**src/pcas_pkg.sv**
```systemverilog
// ----------------------------------------------------------------------------
// pcas_pkg
// shared types and constants of the pairwise common ancestor select unit
// ----------------------------------------------------------------------------
package pcas_pkg;

  localparam int unsigned MAX_SEEDS = 8;
  localparam int unsigned DEPTH_W   = 16;
  localparam int unsigned YEAR_W    = 16;
  localparam int unsigned ID_W      = 32;
  localparam int unsigned SEED_W    = 3;

  localparam logic [DEPTH_W-1:0] UNREACHABLE = '1;

  // slave tdata: id, year, depth_0 .. depth_7
  localparam int unsigned S_YEAR_LSB  = ID_W;
  localparam int unsigned S_DEPTH_LSB = ID_W + YEAR_W;
  localparam int unsigned S_TDATA_W   = S_DEPTH_LSB + MAX_SEEDS * DEPTH_W;

  // master tdata: seed_a, seed_b, id, depth, year, zero pad to whole bytes
  localparam int unsigned M_FIELDS_W = 2 * SEED_W + ID_W + DEPTH_W + YEAR_W;
  localparam int unsigned M_TDATA_W  = ((M_FIELDS_W + 7) / 8) * 8;
  localparam int unsigned M_PAD_W    = M_TDATA_W - M_FIELDS_W;

  typedef enum logic {
    ACT_ADD  = 1'b0,
    ACT_DUMP = 1'b1
  } action_e;

  typedef struct packed {
    logic               valid;
    logic [ID_W-1:0]    id;
    logic [DEPTH_W-1:0] depth;
    logic [YEAR_W-1:0]  year;
  } slot_t;

endpackage

```
**src/pcas_dump.sv**
```systemverilog
// ----------------------------------------------------------------------------
// pcas_dump
// merging stage: walks the pair slots in order into the output register
// ----------------------------------------------------------------------------
module pcas_dump #(
  parameter int unsigned SEEDS = 8,
  localparam int unsigned NPairs = SEEDS * (SEEDS - 1) / 2
) (
  input  logic                              clk_i,
  input  logic                              rst_ni,
  input  logic                              dump_start_i,
  input  pcas_pkg::slot_t [NPairs-1:0]      slots_i,
  output logic                              busy_o,
  output logic                              m_axis_tvalid_o,
  input  logic                              m_axis_tready_i,
  output logic [pcas_pkg::M_TDATA_W-1:0]    m_axis_tdata_o,
  output logic                              m_axis_tuser_o,
  output logic                              m_axis_tlast_o
);
  import pcas_pkg::*;

  localparam int unsigned IdxW = (NPairs > 1) ? $clog2(NPairs) : 1;

  logic              busy_q, busy_d;
  logic [IdxW-1:0]   idx_q, idx_d;
  logic [SEED_W-1:0] a_q, a_d, b_q, b_d;
  logic              valid_q, valid_d;
  logic              load;
  logic              at_end;
  slot_t             sel;

  logic [SEED_W-1:0]  out_a_q, out_b_q;
  logic               out_found_q, out_last_q;
  logic [ID_W-1:0]    out_id_q;
  logic [DEPTH_W-1:0] out_depth_q;
  logic [YEAR_W-1:0]  out_year_q;

  assign load   = busy_q && (!valid_q || m_axis_tready_i);
  assign at_end = (idx_q == IdxW'(NPairs - 1));
  assign sel    = slots_i[idx_q];

  always_comb begin
    busy_d = busy_q;
    idx_d  = idx_q;
    a_d    = a_q;
    b_d    = b_q;
    if (dump_start_i) begin
      busy_d = 1'b1;
      idx_d  = '0;
      a_d    = '0;
      b_d    = SEED_W'(1);
    end else if (load) begin
      if (at_end) begin
        busy_d = 1'b0;
      end
      idx_d = idx_q + IdxW'(1);
      if (b_q == SEED_W'(SEEDS - 1)) begin
        a_d = a_q + SEED_W'(1);
        b_d = a_q + SEED_W'(2);
      end else begin
        b_d = b_q + SEED_W'(1);
      end
    end
  end

  always_comb begin
    valid_d = valid_q;
    if (load) begin
      valid_d = 1'b1;
    end else if (m_axis_tready_i) begin
      valid_d = 1'b0;
    end
  end

  always_ff @(posedge clk_i or negedge rst_ni) begin
    if (!rst_ni) begin
      busy_q  <= 1'b0;
      idx_q   <= '0;
      a_q     <= '0;
      b_q     <= '0;
      valid_q <= 1'b0;
    end else begin
      busy_q  <= busy_d;
      idx_q   <= idx_d;
      a_q     <= a_d;
      b_q     <= b_d;
      valid_q <= valid_d;
    end
  end

  // empty slots report zeros
  always_ff @(posedge clk_i) begin
    if (load) begin
      out_a_q     <= a_q;
      out_b_q     <= b_q;
      out_found_q <= sel.valid;
      out_id_q    <= sel.valid ? sel.id    : '0;
      out_depth_q <= sel.valid ? sel.depth : '0;
      out_year_q  <= sel.valid ? sel.year  : '0;
      out_last_q  <= at_end;
    end
  end

  assign busy_o          = busy_q;
  assign m_axis_tvalid_o = valid_q;
  assign m_axis_tdata_o  = {{M_PAD_W{1'b0}}, out_year_q, out_depth_q, out_id_q,
                            out_b_q, out_a_q};
  assign m_axis_tuser_o  = out_found_q;
  assign m_axis_tlast_o  = out_last_q;

endmodule

```
**config.mk**
```make
export PLATFORM = sky130hd
export DESIGN_NAME = pcas_dump
export DESIGN_NICKNAME = d
export VERILOG_FILES = /design/src/pcas_pkg.sv /design/src/pcas_dump.sv
export SDC_FILE = /design/constraint.sdc
export NUM_CORES = 1
export LEC_CHECK = 0
export BUFFER_PORTS_ARGS = -buffer_cell sky130_fd_sc_hd__buf_2
export CORE_AREA = 2 2 744 746
export DETAILED_ROUTE_END_ITERATION = 16
export DIE_AREA = 0 0 746 748
export SLEW_MARGIN = 20
export SYNTH_ARGS = -nofsm -noshare
export SYNTH_HDL_FRONTEND = slang
export SYNTH_SLANG_ARGS = --single-unit
```
**constraint.sdc**
```tcl
create_clock -name clk_i -period 3.9 [get_ports clk_i]
set_clock_uncertainty 0.05 [all_clocks]
set_input_delay 0.195 -clock clk_i [delete_from_list [all_inputs] [get_ports clk_i]]
set_output_delay 0.195 -clock clk_i [all_outputs]
set_load 0.05 [all_outputs]
```
Word level (Yosys, flattened, before mapping)
Cells that the tools add are included.
W data, S select, Z words.
{"block": "classes", "addsub": 4, "order_cmp": 1, "n_eq_ne": 2, "mux": 15, "reduce_logical": 9}
{"operator": "$bmux W65 S5", "count": 1}
{"operator": "$mux W65", "count": 1}
{"operator": "$mux W3", "count": 6}
{"operator": "$mux W5", "count": 2}
{"operator": "$reduce_bool A2 Y1", "count": 4}
{"operator": "$add A3 B1 Y3 const B", "count": 2}
{"operator": "$lt A5 B6 Y1 const B", "count": 1}
{"operator": "$add A5 B1 Y5 const B", "count": 1}
{"operator": "$eq A5 B5 Y1 const B", "count": 1}
{"operator": "$mux W1", "count": 5}
{"operator": "$reduce_and A2 Y1", "count": 2}
{"operator": "$add A3 B2 Y3 const B", "count": 1}
{"operator": "$eq A3 B3 Y1 const B", "count": 1}
{"operator": "$logic_and A1 B1 Y1", "count": 1}
{"operator": "$logic_not A1 Y1", "count": 1}
{"operator": "$logic_or A1 B1 Y1", "count": 1}
{"block": "word_totals", "regBits": 85, "inputBits": 1824, "out_inout_bits": 76, "wordCells": 43}

Logic depth before layout (Yosys ltp)
{"block": "logic_depth", "depth_word": 5, "depth_mapped": 10, "depth_no_buf": 6}

Worst setup path after synthesis
Ideal clock, no wire load.
{"block": "synth_path", "kind": "reg-to-reg", "startpoint": "register valid_q, in the netlist m_axis_tvalid_o", "endpoint": "register idx_q[3]", "setup_ps": 72, "arrival_time_ps": 3753, "required_time_ps": 3778, "setup_slack_ps": 25, "path_stages_with_launch": 8, "n_path_buf": 1, "period_less_slack_ps": 3875, "cell_sequence": "dfrtp_1 nand2b_1 nand2_1 inv_1 clkbuf_1 nand4_1 xor2_1 nor2_1"}
{"block": "synth_via", "elab_chain_cells": 4}
{"item": "from (decl)", "line_no": "pcas_dump.sv:27", "rtl": "logic valid_q, valid_d;"}
{"item": "from (signal assigned)", "line_no": "pcas_dump.sv:87", "rtl": "valid_q <= valid_d;"}
{"item": "$logic_not A1 Y1", "line_no": "pcas_dump.sv:38", "rtl": "assign load = busy_q && (!valid_q || m_axis_tready_i);"}
{"item": "$logic_or A1 B1 Y1", "line_no": "pcas_dump.sv:38"}
{"item": "$logic_and A1 B1 Y1", "line_no": "pcas_dump.sv:38"}
{"item": "named net load", "line_no": "pcas_dump.sv:28", "rtl": "logic load;"}
{"item": "$reduce_bool A2 Y1 (no source line)"}
{"item": "to (signal assigned)", "line_no": "pcas_dump.sv:84", "rtl": "idx_q <= idx_d;"}
{"item": "to (decl)", "line_no": "pcas_dump.sv:25", "rtl": "logic [IdxW-1:0] idx_q, idx_d;"}
The timed path passes the listed nets, and every way through them passes these cells.
A chain may end at the register's enable or synchronous reset.

Final worst setup path
{"block": "layout_path", "startpoint": "register idx_q[2]", "endpoint": "register out_id_q[27], data pin"}
{"block": "layout_via", "elab_chain_cells": 2}
{"item": "$bmux W65 S5", "line_no": "pcas_dump.sv:40", "rtl": "assign sel = slots_i[idx_q];"}
{"item": "$mux W65 (not written as such)", "line_no": "pcas_dump.sv:40"}
{"item": "to (signal assigned)", "line_no": "pcas_dump.sv:97", "rtl": "out_id_q <= sel.valid ? sel.id : '0;"}
{"item": "to (decl)", "line_no": "pcas_dump.sv:34", "rtl": "logic [ID_W-1:0] out_id_q;"}
No other way between the ends. The select of a mux whose other input is x is not followed.

==> results.py <==
metrics = {
    "run_status": {
        "status": "completed",
    },
    "clock_tree": {
        "postCtsResizedCells": 0,
        "cts_tree": "yes",
        "hold_buffers": 4,
        "clock_path_buffers": 3,
        "numCtsBuffers": 13,
        "cts_setup_buffers": 0,
        "insertion_delay_ns": 0.57,
        "htree_num_levels": 3,
        "path_clk_slew_ns": 0.11,
        "clock-root-buffer": "clkbuf_16",
        "cts.sinks": 85,
    },
    "logic_synthesis": {
        "seq_area_frac_synth": 0.1382,
        "synth-main-ff-cell": "edfxtp_1",
        "syn_inst": 1387,
        "yosysWarnings": 0,
        "ys_async_sr_fraction": 0.1529,
        "synth-edff-count": 72,
        "yosys_register_bits": 85,
        "ys_types": 40,
        "synth_area_sq_um": 17990,
        "syn_area_per_cell_sq_um": 12.97,
    },
    "worst_setup_path": {
        "critPathTopFamily": "compound AO/OA/AOI/OAI gates",
        "crit_arrival_ns": 3.75,
        "path_common_cell": "buf_4",
        "reg2reg_depth": 7,
        "crit_type": "reg -> reg",
        "cp.required_ns": 4.14,
        "slowest_stage": "dfrtp_4",
        "crit_path_end_kind": "flip-flop",
        "critPathLaunchType": "flip-flop",
        "path_max_fanout": 25,
        "reg2reg_slack_ns": 0.39,
        "critPathBufInv": 3,
        "r2r-end": "out_id_q[27]",
        "r2r_start": "idx_q[2]",
        "path_cells": "buf_4 > buf_12 > buf_4 > mux4_2 > mux2_2 > o221ai_2 > a211oi_2",
        "cp_slowest_stage_delay_ns": 0.73,
    },
    "floorplan": {
        "initial_core_util": 0.03268,
        "rows": 273,
        "dieWidth_um": 746,
        "core_sq_um": 550600,
        "ios": 1900,
        "floorplan.die_area_sq_um": 558000,
        "die_y_um": 748,
    },
    "global_routing": {
        "grt_pass1_vias": 25817,
        "grt_max_degree": 51,
        "grt_overflow_total": 0,
        "antenna_found_initial": 682,
        "grt_first_pass_wirelength_mm": 470.4,
        "grt.total_usage": 0.1428,
    },
    "run": {
        "drv_cap": 0,
    },
    "cells_and_area": {
        "drive_above_1_share": 0.7998,
        "fillers": 64590,
        "syn_to_final_growth_pct": 119.7,
        "layout.nets": 5148,
        "regArea_sq_um": 2506,
        "multiInputGateArea_sq_um": 14710,
    },
    "timing": {
        "worst_pin_slew_ns": 1.082,
        "fin_crit_ns": 3.509,
        "fin_ws_ns": 0.3907,
        "relSlewSlack": 0.2784,
        "slew_violations": 0,
        "fin_crit_sh": 0.8998,
        "rsz0062_at_grt": "no",
        "hold_viol_final": 0,
        "fmax_ghz": 0.2850,
        "fin_setup_tns_ns": 0,
        "setup_viol": 0,
    },
    "route": {
        "drtIter0Drc": 2986,
        "vias": 29051,
        "met1_length_mm": 143.9,
        "routed_wl_mm": 418.0,
        "top_layer": "met5",
        "drc": 0,
        "wl_met2_mm": 189.7,
        "via_per_inst": 2.642,
        "wire_per_inst_um": 38.02,
        "ant_nets": 0,
        "wl_met3_mm": 58.49,
        "drt-pass1-iter-count": 6,
    },
    "placement": {
        "dp_hpwl_mm": 388.6,
        "place.gp.congestion": 1.065,
        "post-place-ws_ns": 0.3786,
        "placement.io_buffers": 1897,
    },
    "hold_path": {
        "hold_class": "in -> reg",
        "hold_depth": 5,
        "hold_start": "slots_i[1050]",
        "min_to": "out_year_q[10]",
    },
    "power_and_ir_drop": {
        "p_leak_uw": 0.01351,
        "powerDensity_nw_per_um2": 201.3,
        "peakVddDrop_uv": 284.8,
    },
}
[placed cells by master (no fill, tap or decap), types with 8 or more instances in the layout]
| cell | count |
|---|---|
| a211oi_1 | 16 |
| a211oi_2 | 50 |
| a221oi_1 | 49 |
| a221oi_2 | 11 |
| buf_12 | 54 |
| buf_2 | 1901 |
| buf_4 | 153 |
| clkbuf_16 | 13 |
| dfrtp_1 | 8 |
| diode_2 | 386 |
| edfxtp_1 | 72 |
| mux2_2 | 64 |
| mux2i_1 | 252 |
| mux4_2 | 325 |
| nand2_1 | 12 |
| nor2_1 | 72 |
| o221ai_1 | 73 |
| o221ai_2 | 55 |
| o22ai_1 | 64 |
[state kept, by name, indices dropped and copies added, names as in the netlist]
signal	cells
m_axis_tvalid_o	1
out_a_q	3
out_depth_q	16
idx_q	5
out_id_q	32
busy_o	1
out_year_q	16
out_b_q	3
b_q	3
m_axis_tuser_o	1
a_q	3
m_axis_tlast_o	1
[kinds of logic after synthesis]
family | synth area share
simple gates | 0.02524
flops | 0.1382
xor+xnor | 0.003407
compound gates | 0.1793
mux | 0.5904
buf+inv | 0.06043
other cells | 0.0002084
fa+ha+maj | 0.002782
[layout make-up]
cell class / instances / area share
multi-input combinational: 1103 / 0.3722
timing repair buffer: 2115 / 0.2989
tap: 7287 / 0.2306
sequential: 85 / 0.06339
antenna: 386 / 0.02443
clock buffer: 14 / 0.008324
clock inverter: 3 / 0.001741
inverter: 2 / 0.0003798
[Yosys cell counts, drive strengths merged, types with 4 or more instances]
master / number / area (sq um)
a211oi: 66 / 745.7
a21oi: 4 / 20.02
a221oi: 64 / 560.5
buf: 142 / 865.8
clkbuf: 56 / 214.0
dfrtp: 13 / 325.3
edfxtp: 72 / 2162
ha: 4 / 50.05
mux2: 64 / 720.7
mux2i: 258 / 2582
mux4: 325 / 7320
nand2: 16 / 60.06
nand2b: 6 / 37.54
nor2: 73 / 274.0
nor2b: 6 / 37.54
o221ai: 128 / 1421
o22ai: 64 / 400.4
xor2: 5 / 43.79
[routing by layer]
| metal | global-route usage | vias to the layer above |
|---|---|---|
| li1 | - | 10579 |
| met1 | 0.1485 | 13533 |
| met2 | 0.2323 | 3207 |
| met3 | 0.08249 | 1404 |
| met4 | 0.06490 | 328 |
| met5 | 0.0008496 | - |
[worst max-delay path by stage]
stage | depth (start not counted) | end | from | slack, ns
3_3_place_gp | 7 | out_id_q[20] | idx_q[0] | -0.19
4_1_cts | 4 | out_depth_q[1] | idx_q[0] | 0.36
5_1_grt | 7 | out_id_q[31] | idx_q[0] | 0.38
3_5_place_dp | 4 | out_depth_q[1] | idx_q[0] | 0.38
2_1_floorplan | 7 | idx_q[3] | m_axis_tvalid_o | 0.02
6_report | 7 | out_id_q[27] | idx_q[2] | 0.39
[worst min-delay path, cell delays in order]
cell	delay (ns)
buf_2	0.10
mux2i_1	0.12
a221oi_1	0.11
nor2_1	0.12
a211oi_2	0.05
[where the power goes]
group	switching (uW)	total (uW)	internal [uW]	leakage, uW
registers	92.8	1210	1110	0.000887
clock network	777	1520	745	0.000196
logic	3030	5230	2200	0.0124
total	3900	7960	4060	0.0135
[through the flow]
| step | hold slack (ns) | power (uW) | instances | area (sq um) | util |
|---|---|---|---|---|---|
| 4_1_cts | 0.1580 | 8180 | 10609 | 38570 | 0.07004 |
| 3_3_place_gp | 0.05676 | 6460 | 10579 | 38000 | 0.06902 |
| 6_report | 0.2393 | 7960 | 10995 | 39530 | 0.07180 |
| 2_1_floorplan | -0.1506 | 3462 | 1388 | 18000 | - |
| 5_1_grt | 0.2230 | 8326 | 10835 | 39130 | 0.07107 |
| 3_5_place_dp | 0.05699 | 6547 | 10588 | 38130 | 0.06925 |
Note: power is estimated with default switching activity, not from simulation.
