--- config.mk ---
export PLATFORM = sky130hd
export DESIGN_NAME = pcas_lane
export DESIGN_NICKNAME = d
export VERILOG_FILES = /design/src/pcas_pkg.sv /design/src/pcas_lane.sv
export SDC_FILE = /design/constraint.sdc
export NUM_CORES = 1
export LEC_CHECK = 0
export ABC_CLOCK_PERIOD_IN_PS = 18100
export BUFFER_PORTS_ARGS = -buffer_cell sky130_fd_sc_hd__buf_2
export CAP_MARGIN = 20
export CORE_MARGIN = 1
export CORE_UTILIZATION = 55
export CTS_CLUSTER_DIAMETER = 120
export DETAILED_ROUTE_END_ITERATION = 10
export PLACE_DENSITY = 0.95
export SYNTH_ARGS = -nofsm -noshare
export SYNTH_HDL_FRONTEND = slang
export SYNTH_SLANG_ARGS = --single-unit
--- constraint.sdc ---
create_clock -name clk_i -period 18.1 [get_ports clk_i]
set_input_delay 3.62 -clock clk_i [delete_from_list [all_inputs] [get_ports clk_i]]
set_output_delay 3.62 -clock clk_i [all_outputs]
set_load 0.05 [all_outputs]
--- src/pcas_pkg.sv ---
// ----------------------------------------------------------------------------
// pcas_pkg
// shared types and constants of the pairwise common ancestor select unit
// ----------------------------------------------------------------------------
package pcas_pkg;

  localparam int unsigned MAX_SEEDS = 8;
  localparam int unsigned DEPTH_W   = 16;
  localparam int unsigned YEAR_W    = 16;
  localparam int unsigned ID_W      = 32;
  localparam int unsigned SEED_W    = 3;

  localparam logic [DEPTH_W-1:0] UNREACHABLE = '1;

  // slave tdata: id, year, depth_0 .. depth_7
  localparam int unsigned S_YEAR_LSB  = ID_W;
  localparam int unsigned S_DEPTH_LSB = ID_W + YEAR_W;
  localparam int unsigned S_TDATA_W   = S_DEPTH_LSB + MAX_SEEDS * DEPTH_W;

  // master tdata: seed_a, seed_b, id, depth, year, zero pad to whole bytes
  localparam int unsigned M_FIELDS_W = 2 * SEED_W + ID_W + DEPTH_W + YEAR_W;
  localparam int unsigned M_TDATA_W  = ((M_FIELDS_W + 7) / 8) * 8;
  localparam int unsigned M_PAD_W    = M_TDATA_W - M_FIELDS_W;

  typedef enum logic {
    ACT_ADD  = 1'b0,
    ACT_DUMP = 1'b1
  } action_e;

  typedef struct packed {
    logic               valid;
    logic [ID_W-1:0]    id;
    logic [DEPTH_W-1:0] depth;
    logic [YEAR_W-1:0]  year;
  } slot_t;

endpackage

--- src/pcas_lane.sv ---
// ----------------------------------------------------------------------------
// pcas_lane
// one seed pair slot: pair depth, lexicographic compare and best update
// ----------------------------------------------------------------------------
module pcas_lane (
  input  logic                           clk_i,
  input  logic                           rst_ni,
  input  logic                           add_en_i,
  input  logic [pcas_pkg::DEPTH_W-1:0]   depth_a_i,
  input  logic [pcas_pkg::DEPTH_W-1:0]   depth_b_i,
  input  logic [pcas_pkg::ID_W-1:0]      id_i,
  input  logic [pcas_pkg::YEAR_W-1:0]    year_i,
  output pcas_pkg::slot_t                slot_o
);
  import pcas_pkg::*;

  logic               valid_q, valid_d;
  logic [ID_W-1:0]    id_q;
  logic [DEPTH_W-1:0] depth_q;
  logic [YEAR_W-1:0]  year_q;
  logic [DEPTH_W-1:0] pair_depth;
  logic               better;
  logic               upd;

  assign pair_depth = (depth_a_i > depth_b_i) ? depth_a_i : depth_b_i;

  // strictly smaller (depth, year, id) wins, equal keeps the stored one
  assign better = !valid_q ||
                  ({pair_depth, year_i, id_i} < {depth_q, year_q, id_q});
  assign upd    = add_en_i && (pair_depth != UNREACHABLE) && better;

  assign valid_d = valid_q || upd;

  always_ff @(posedge clk_i or negedge rst_ni) begin
    if (!rst_ni) begin
      valid_q <= 1'b0;
    end else begin
      valid_q <= valid_d;
    end
  end

  always_ff @(posedge clk_i) begin
    if (upd) begin
      id_q    <= id_i;
      depth_q <= pair_depth;
      year_q  <= year_i;
    end
  end

  assign slot_o = '{valid: valid_q, id: id_q, depth: depth_q, year: year_q};

endmodule

== Word level (Yosys, flattened, before mapping) ==
Index checks and enable logic that the tools add are counted.

* Magnitude comparators: 2
* Eq/ne operators: 1
* Muxes and demuxes: 1
* Reduce and logical (&&, ||, !) cells: 5

{| class="wikitable"
|+ Operators by type and width
! cell !! number
|-
| $lt 64x64->1 || 1
|-
| $gt 16x16->1 || 1
|-
| $mux 16 || 1
|-
| $ne 16x16->1 const B || 1
|-
| $logic_and 1x1->1 || 2
|-
| $logic_or 1x1->1 || 2
|-
| $logic_not 1->1 || 1
|}

* Register bits after elaboration: 65
* Output and inout port bits: 65

== Logic depth before layout (Yosys ltp) ==
Gate-level depths: netlist (run 1).

* Word-level depth: 6
* Depth in mapped cells: 18
* Mapped depth without buffers: 17

== Least setup slack after synthesis (run 1) ==
Ideal clock, no wire load.

* Path type: input -> register
* From: input port depth_b_i[7] (netlist bit)
* To: register depth_q[0] (enable)
* Library setup time: 0.565 ns
* Arrival: 10.686 ns
* Slack: 6.850 ns
* Cell stages on the path: 16
* Buffers on the path: 1
* Cells stage by stage: inv_1 ha_1 nand4_1 or4_4 and2_4 buf_4 nand2_1 o21ai_1 ha_1 a2111oi_2 o21ai_1 a31o_1 a21oi_1 o31a_1 o211ai_1 nor3_1

* Word-level cells in the longest chain between the ends: 5
* Elaborated cells between the ends (all ways): 7
* Classes of those cells: order compare (2); eq/ne (1); mux (1); reduce/logical (3)

{| class="wikitable"
|+ RTL lines
! element !! RTL line !! RTL
|-
| start: declaration || pcas_lane.sv:10 || <nowiki>input logic [pcas_pkg::DEPTH_W-1:0] depth_b_i,</nowiki>
|-
| $gt 16x16->1 (*) || pcas_lane.sv:25 || <nowiki>assign pair_depth = (depth_a_i > depth_b_i) ? depth_a_i : depth_b_i;</nowiki>
|-
| $mux 16 (*) || pcas_lane.sv:25 ||
|-
| named net pair_depth[3] || pcas_lane.sv:21 || <nowiki>logic [DEPTH_W-1:0] pair_depth;</nowiki>
|-
| $lt 64x64->1 / $ne 16x16->1 (equally long branches) || pcas_lane.sv:29, pcas_lane.sv:30 ||
|-
| $logic_or 1x1->1 / $logic_and 1x1->1 (equally long branches) || pcas_lane.sv:28, pcas_lane.sv:30 ||
|-
| $logic_and 1x1->1 (*) || pcas_lane.sv:30 || <nowiki>assign upd = add_en_i && (pair_depth != UNREACHABLE) && better;</nowiki>
|-
| named net upd || pcas_lane.sv:23 || <nowiki>logic upd;</nowiki>
|-
| end signal: assignment || pcas_lane.sv:45 || <nowiki>depth_q <= pair_depth;</nowiki>
|-
| end: declaration || pcas_lane.sv:19 || <nowiki>logic [DEPTH_W-1:0] depth_q;</nowiki>
|}

Mark *: on every way through the listed nets, which the timed path passes. The rest lies on a longest branch.
A chain may end at the register's enable or synchronous reset.

== Worst setup path after layout (run 1) ==
* From: input port depth_b_i[1] (netlist bit)
* To: register id_q[2] (enable)

* Word-level cells in the longest chain between the ends: 5
* Elaborated cells between the ends (all ways): 7
* Classes of those cells: order compare (2); eq/ne (1); mux (1); reduce/logical (3)

{| class="wikitable"
|+ RTL lines
! element !! RTL line !! RTL
|-
| $gt 16x16->1 (*) || pcas_lane.sv:25 ||
|-
| $mux 16 (*) || pcas_lane.sv:25 ||
|-
| named net pair_depth[14] || pcas_lane.sv:21 ||
|-
| $lt 64x64->1 / $ne 16x16->1 (equally long branches) || pcas_lane.sv:29, pcas_lane.sv:30 ||
|-
| $logic_or 1x1->1 / $logic_and 1x1->1 (equally long branches) || pcas_lane.sv:28, pcas_lane.sv:30 ||
|-
| $logic_and 1x1->1 (*) || pcas_lane.sv:30 ||
|-
| named net upd || pcas_lane.sv:23 ||
|-
| end signal: assignment || pcas_lane.sv:44 || <nowiki>id_q <= id_i;</nowiki>
|-
| end: declaration || pcas_lane.sv:18 || <nowiki>logic [ID_W-1:0] id_q;</nowiki>
|}

Marks and branches as above.

==> flow_summary.ini, run 1 <==
[die]
die_area_um2 = 8070
chipWidth_um = 89.8
initial_core_util_pct = 57.6
io-pin-count = 148
core_region_area_um2 = 7370
num_rows = 31
die_y_um = 89.8

[timing]
hold_viol = 0
post-route-period-util_pct = 40.5
worst_pin_slew_ns = 0.521
finalMaxSlewViolations = 0
rsz0062_at_grt = no
fmax_mhz = 136
holdWs_ns = 0.575
final.min_clock_period_ns = 7.33
relSlewSlack_pct = 65.0
setup_violations = 0
fin_skew_ns = 0.00387
tns_ns = 0

[power]
power_uw = 517
power.internal_uw = 304
clockPowerShare_pct = 18.5
p_sw_uw = 212
p_per_area_nw_per_um2 = 98.9
p_leak_nw = 2.62
power_frac_seq_pct = 40.1
ir_worst_vdd_mv = 0.0643
p_sw_share_pct = 41.1
combPwrFrac_pct = 41.4

[yosys]
synth.distinct_cells = 43
ys_ff_latch = 65
synth.area.top_cells = edfxtp_1 (45%), ha_1 (23%), inv_1 (7.1%)
synth_cells = 394
synth_fp_nets = 556
ys_seq_area_share_pct = 45.9
synth_area_um2 = 4240
yosysTopAreaCellShare_pct = 45.3
synth_warnings = 0
yosys.area.top_type = edfxtp_1
synth.avg_cell_area_um2 = 10.8

[run_status]
outcome = complete, no violations

[layout]
layout-drive-gt1-share_pct = 30.3
layout_common_cells = buf_2 (147), inv_1 (80), ha_1 (79), edfxtp_1 (64), nand2_1 (28)
fill_cells = 566
n_antenna_cell = 0
final_common_cell = buf_2
final_area_um2 = 5220
final_net_count = 712
syn2layout_area_growth_pct = 23.1
fin_cells = 651

[job]
drv_cap = 0

[route]
drt_iter0_drc = 145
wirelength_mm = 9.71
route.detailed.drc = 0
ant_nets = 0
wl_per_cell_um = 14.9
viasPerCell = 5.50
dr.pass1.iters = 4
via_count = 3583

[global_routing]
grt_max_degree = 35
grt_pass1_vias = 3532
track_usage_pct = 25.0
grt_pass1_wl_mm = 15.9
grt_overflow = 0
antenna_found_initial = 0

[clock_tree]
clk_pin_slew_worst_paths_ns = 0.06
ctsHoldBuffers = 0
cts_setup_buffers = 0
cts_resized = 0
clk_path_buf_depth = 2
clkLatencyLatePin_ns = 0.34
clock-root-buffer = clkbuf_8
h-tree-depth = 3
clock_sink_count = 65
cts_buffers = 9
cts_tree = built

[placed_design]
dp_cells = 638
place_area_um2 = 5080
port_buffers = 147
gp_congestion = 0.934
dp_hpwl_mm = 8.04

[setup_path]
worstSetupPathType = input port to flop
cp_max_fo = 34
startpoint_type = input port
crit_arrival_ns = 7.38
cp-end-kind = flop
crit_required_ns = 18.15

[hold_path]
hp-class = flop to flop
## worst max-delay path, stage by stage
cell	delay, ns
buf_2	0.09
inv_1	0.05
ha_1	0.29
nor2b_1	0.14
o211ai_1	0.09
a2111o_1	0.38
o211ai_2	0.10
and2_4	0.37
o21ai_1	0.14
ha_1	0.31
and3_1	0.16
nand3_1	0.16
nor4_1	0.54
nand4_1	0.25
a211oi_1	0.30
nor3_2	0.08
buf_4	0.28
## per-layer routing
layer	vias up	global-route usage, %	routed length (um)
li1	1747	-	-
met1	1668	28.0	3930
met2	148	45.1	5000
met3	20	7.19	579
met4	0	8.74	213
met5	-	0	0
## cell usage after synthesis (all sizes together)
cell type / number
o41ai: 1
o21ai: 30
ha: 79
o22ai: 1
nor2: 12
dfrtp: 1
buf: 4
and4: 1
nor3b: 1
a21oi: 22
a21o: 6
o211ai: 4
nand2: 28
nand3: 5
o21a: 1
inv: 80
o21bai: 3
a221oi: 2
edfxtp: 64
or3: 1
a211oi: 3
o31a: 1
nor4: 1
nand4: 22
and2: 1
nor3: 5
a31o: 1
and3: 1
or4: 2
nor2b: 2
a2bb2oi: 1
mux2: 1
o31ai: 2
nand2b: 1
a2111o: 1
a2111oi: 3
## logic make-up (layout without fill, tap and decap cells)
group	Yosys count	in the layout	synth area share, %
muxes	1	1	0.354
and+or+nand+nor	83	83	10.4
AOI/OAI and AO/OA	82	82	12.0
adders and majority gates	79	79	23.3
buffers and inverters	84	242	7.96
DFF	65	65	45.9
## stage by stage
stage / utilization [%] / worst slack [ns]
floorplan: - / 6.85
global route: 70.9 / 10.55
global placement: 69.0 / 10.51
detailed placement: 69.0 / 10.45
finish: 70.9 / 10.77
CTS: 70.9 / 10.79
## area by class of cell
cell class,instances,area (um2),area share (%)
multi-input cells,245,1960,37.6
flip-flops and latches,65,1950,37.3
repair buffers,149,751,14.4
inverters,80,300,5.75
clock buffers,10,128,2.44
well taps,99,124,2.37
clock inverters,3,11.3,0.216
## state kept, by name, summed over array words and instances (netlist names)
signal,flops
depth_q,16
id_q,32
year_q,16
valid_q,1
## power by group through the flow
stage	sequential, mW	combinational, mW	clock [mW]
6_report	0.207	0.214	0.0955
5_1_grt	0.210	0.232	0.103
4_1_cts	0.207	0.215	0.0981
3_5_place_dp	0.210	0.214	0
3_3_place_gp	0.209	0.205	0
2_1_floorplan	0.287	0.0806	0
## final timing paths
kind                                     start                end  slack, ns  cells after the start
max in group asynchronous               rst_ni  valid_q$_DFF_PN0_      14.97                      1
min reg2reg                  valid_q$_DFF_PN0_  valid_q$_DFF_PN0_       0.58                      1
max                               depth_b_i[1]  id_q[2]$_DFFE_PP_      10.77                     17
min                          valid_q$_DFF_PN0_  valid_q$_DFF_PN0_       0.58                      1
max reg2reg                year_q[9]$_DFFE_PP_  id_q[2]$_DFFE_PP_      15.19                     10
min in group asynchronous               rst_ni  valid_q$_DFF_PN0_       3.05                      1
Power figures use the tool's default switching activity.
==> run 2: changes to the inputs <==
Settings changed: ABC_CLOCK_PERIOD_IN_PS 18100 to 6550, CORE_UTILIZATION 55 to 46, PLACE_DENSITY 0.95 to 0.85.
Clock period 18.1 ns to 6.55 ns, I/O delays scaled along.
==> run 2 against run 1 <==
Against the previous run: the run now ends with design-rule violations left; clock power rose to 3.3 times the previous value; combinational power rose to 2.8 times the previous value; non-clock buffer count fell by 1; clock skew rose by 0.00091 ns; sequential share of layout area fell by 0.42 points; via count fell by 1.5%; sequential power rose to 2.8 times the previous value; critical path type unchanged.
==> flow_summary.ini, run 2 (same netlist as run 1, synthesis figures left out) <==
[layout]
layout-drive-gt1-share_pct = 30.6
largest_reg_flops = 32
layout_common_cells = buf_2 (147), inv_1 (80), ha_1 (79), edfxtp_1 (64), nand2_1 (28)
final_net_count = 711
final_common_cell = buf_2
syn2layout_area_growth_pct = 24.5
final_area_um2 = 5280
top_regs = id_q (32), depth_q (16), year_q (16)
n_antenna_cell = 0
regMostFlops = id_q

[setup_path]
slowest_stage = nor4_1
crit_required_ns = 6.60
startpoint_type = input port
cp_max_fo = 64
critPathMaxStageDelay_ns = 0.59
r2r_setup_slack_ns = 3.68
worstSetupPathType = input port to flop
path_cells = buf_2, inv_1, ha_1, nand4_1, a2111o_1, o211ai_2, and2_4, o21ai_1, ha_1, and3_1, nand3_1, nor4_1, nand4_1, a211oi_1, nor3_4, buf_12
cp-end-kind = flop
crit_arrival_ns = 5.14

[global_routing]
track_usage_pct = 21.9
grt_max_degree = 65
antenna_found_initial = 0
grt_pass1_wl_mm = 16.6
grt_pass1_vias = 3526
grt_overflow = 0

[timing]
fmax_mhz = 197
relSlewSlack_pct = 59.7
holdWs_ns = 0.565
finalMaxSlewViolations = 0
tns_ns = 0
worst_pin_slew_ns = 0.598
final.min_clock_period_ns = 5.09
post-route-period-util_pct = 77.7
fin_skew_ns = 0.00477
hold_viol = 0
rsz0062_at_grt = no
setup_violations = 0

[route]
dr.max_layer_used = met4
via_count = 3528
wl_met2_mm = 5.13
wirelength_mm = 10.3
route.detailed.drc = 8
ant_nets = 0
viasPerCell = 5.34
drt_iter0_drc = 129
dr.pass1.iters = 7
route.met3.wl_um = 602
wl_per_cell_um = 15.5
drt-met1-wl_mm = 4.32

[power]
p_leak_nw = 2.64
p_per_area_nw_per_um2 = 282
ir_worst_vdd_mv = 0.158
power_mw = 1.49

[clock_tree]
ctsHoldBuffers = 0
clock_sink_count = 65
clk_path_buf_depth = 2
cts_setup_buffers = 0
cts_buffers = 9
cts_resized = 0
clkLatencyLatePin_ns = 0.34
clk_pin_slew_worst_paths_ns = 0.07
h-tree-depth = 3
clock-root-buffer = clkbuf_8
cts_tree = built

[job]
drv_cap = 0

[die]
core_region_area_um2 = 8810
num_rows = 34
die_y_um = 98.0
io-pin-count = 148
initial_core_util_pct = 48.2
die_area_um2 = 9610
chipWidth_um = 98.0

[placed_design]
dp_hpwl_mm = 8.31
place_area_um2 = 5110
port_buffers = 147
gp_congestion = 0.913

[run_status]
violations = design-rule violations
outcome = finished, violations left

[hold_path]
hp-class = flop to flop
==> run 2: per-layer routing <==
layer	vias up	GRT usage (%)
li1	1744	-
met1	1650	25.8
met2	115	38.9
met3	19	5.44
met4	0	7.46
met5	-	0
==> run 2: worst max-delay path: cells and delay by family <==
family / cells / cell delay [ns]
AND/OR/NAND/NOR: 7 / 1.75
buffers and inverters: 3 / 0.34
AO/OA/AOI/OAI: 4 / 1.04
adder cells (fa/ha/maj): 2 / 0.63
==> run 2: layout make-up <==
class	instances	area (um2)
fill	779	3520
multi-input combinational	245	1970
sequential	65	1950
timing repair buffer	148	756
inverter	80	300
tap	108	135
clock buffer	10	128
clock inverter	5	47.5
==> run 2: report_power, final <==
| part | switching (mW) | total, mW | leakage [nW] | internal [mW] |
|---|---|---|---|---|
| clock network | 0.149 | 0.318 | 0.0910 | 0.170 |
| registers | 0.0292 | 0.572 | 0.614 | 0.542 |
| logic | 0.426 | 0.599 | 1.93 | 0.173 |
| total | 0.604 | 1.49 | 2.64 | 0.886 |
==> run 2: metrics by stage <==
stage	util, %	instances	setup WS, ns
final	60.0	661	1.46
after global placement	58.0	646	1.09
after detailed placement	58.0	646	1.19
after CTS	60.0	661	1.52
after floorplan	-	394	0.494
after global routing	60.0	661	1.21
==> run 2: final timing paths <==
kind,startpoint,cells after the start,endpoint
max in group asynchronous,rst_ni,1,valid_q$_DFF_PN0_
hold reg to reg,valid_q$_DFF_PN0_,1,valid_q$_DFF_PN0_
setup / recovery,depth_b_i[7],16,depth_q[0]$_DFFE_PP_
hold / removal,valid_q$_DFF_PN0_,1,valid_q$_DFF_PN0_
min in group asynchronous,rst_ni,1,valid_q$_DFF_PN0_
setup reg to reg,id_q[25]$_DFFE_PP_,10,depth_q[0]$_DFFE_PP_
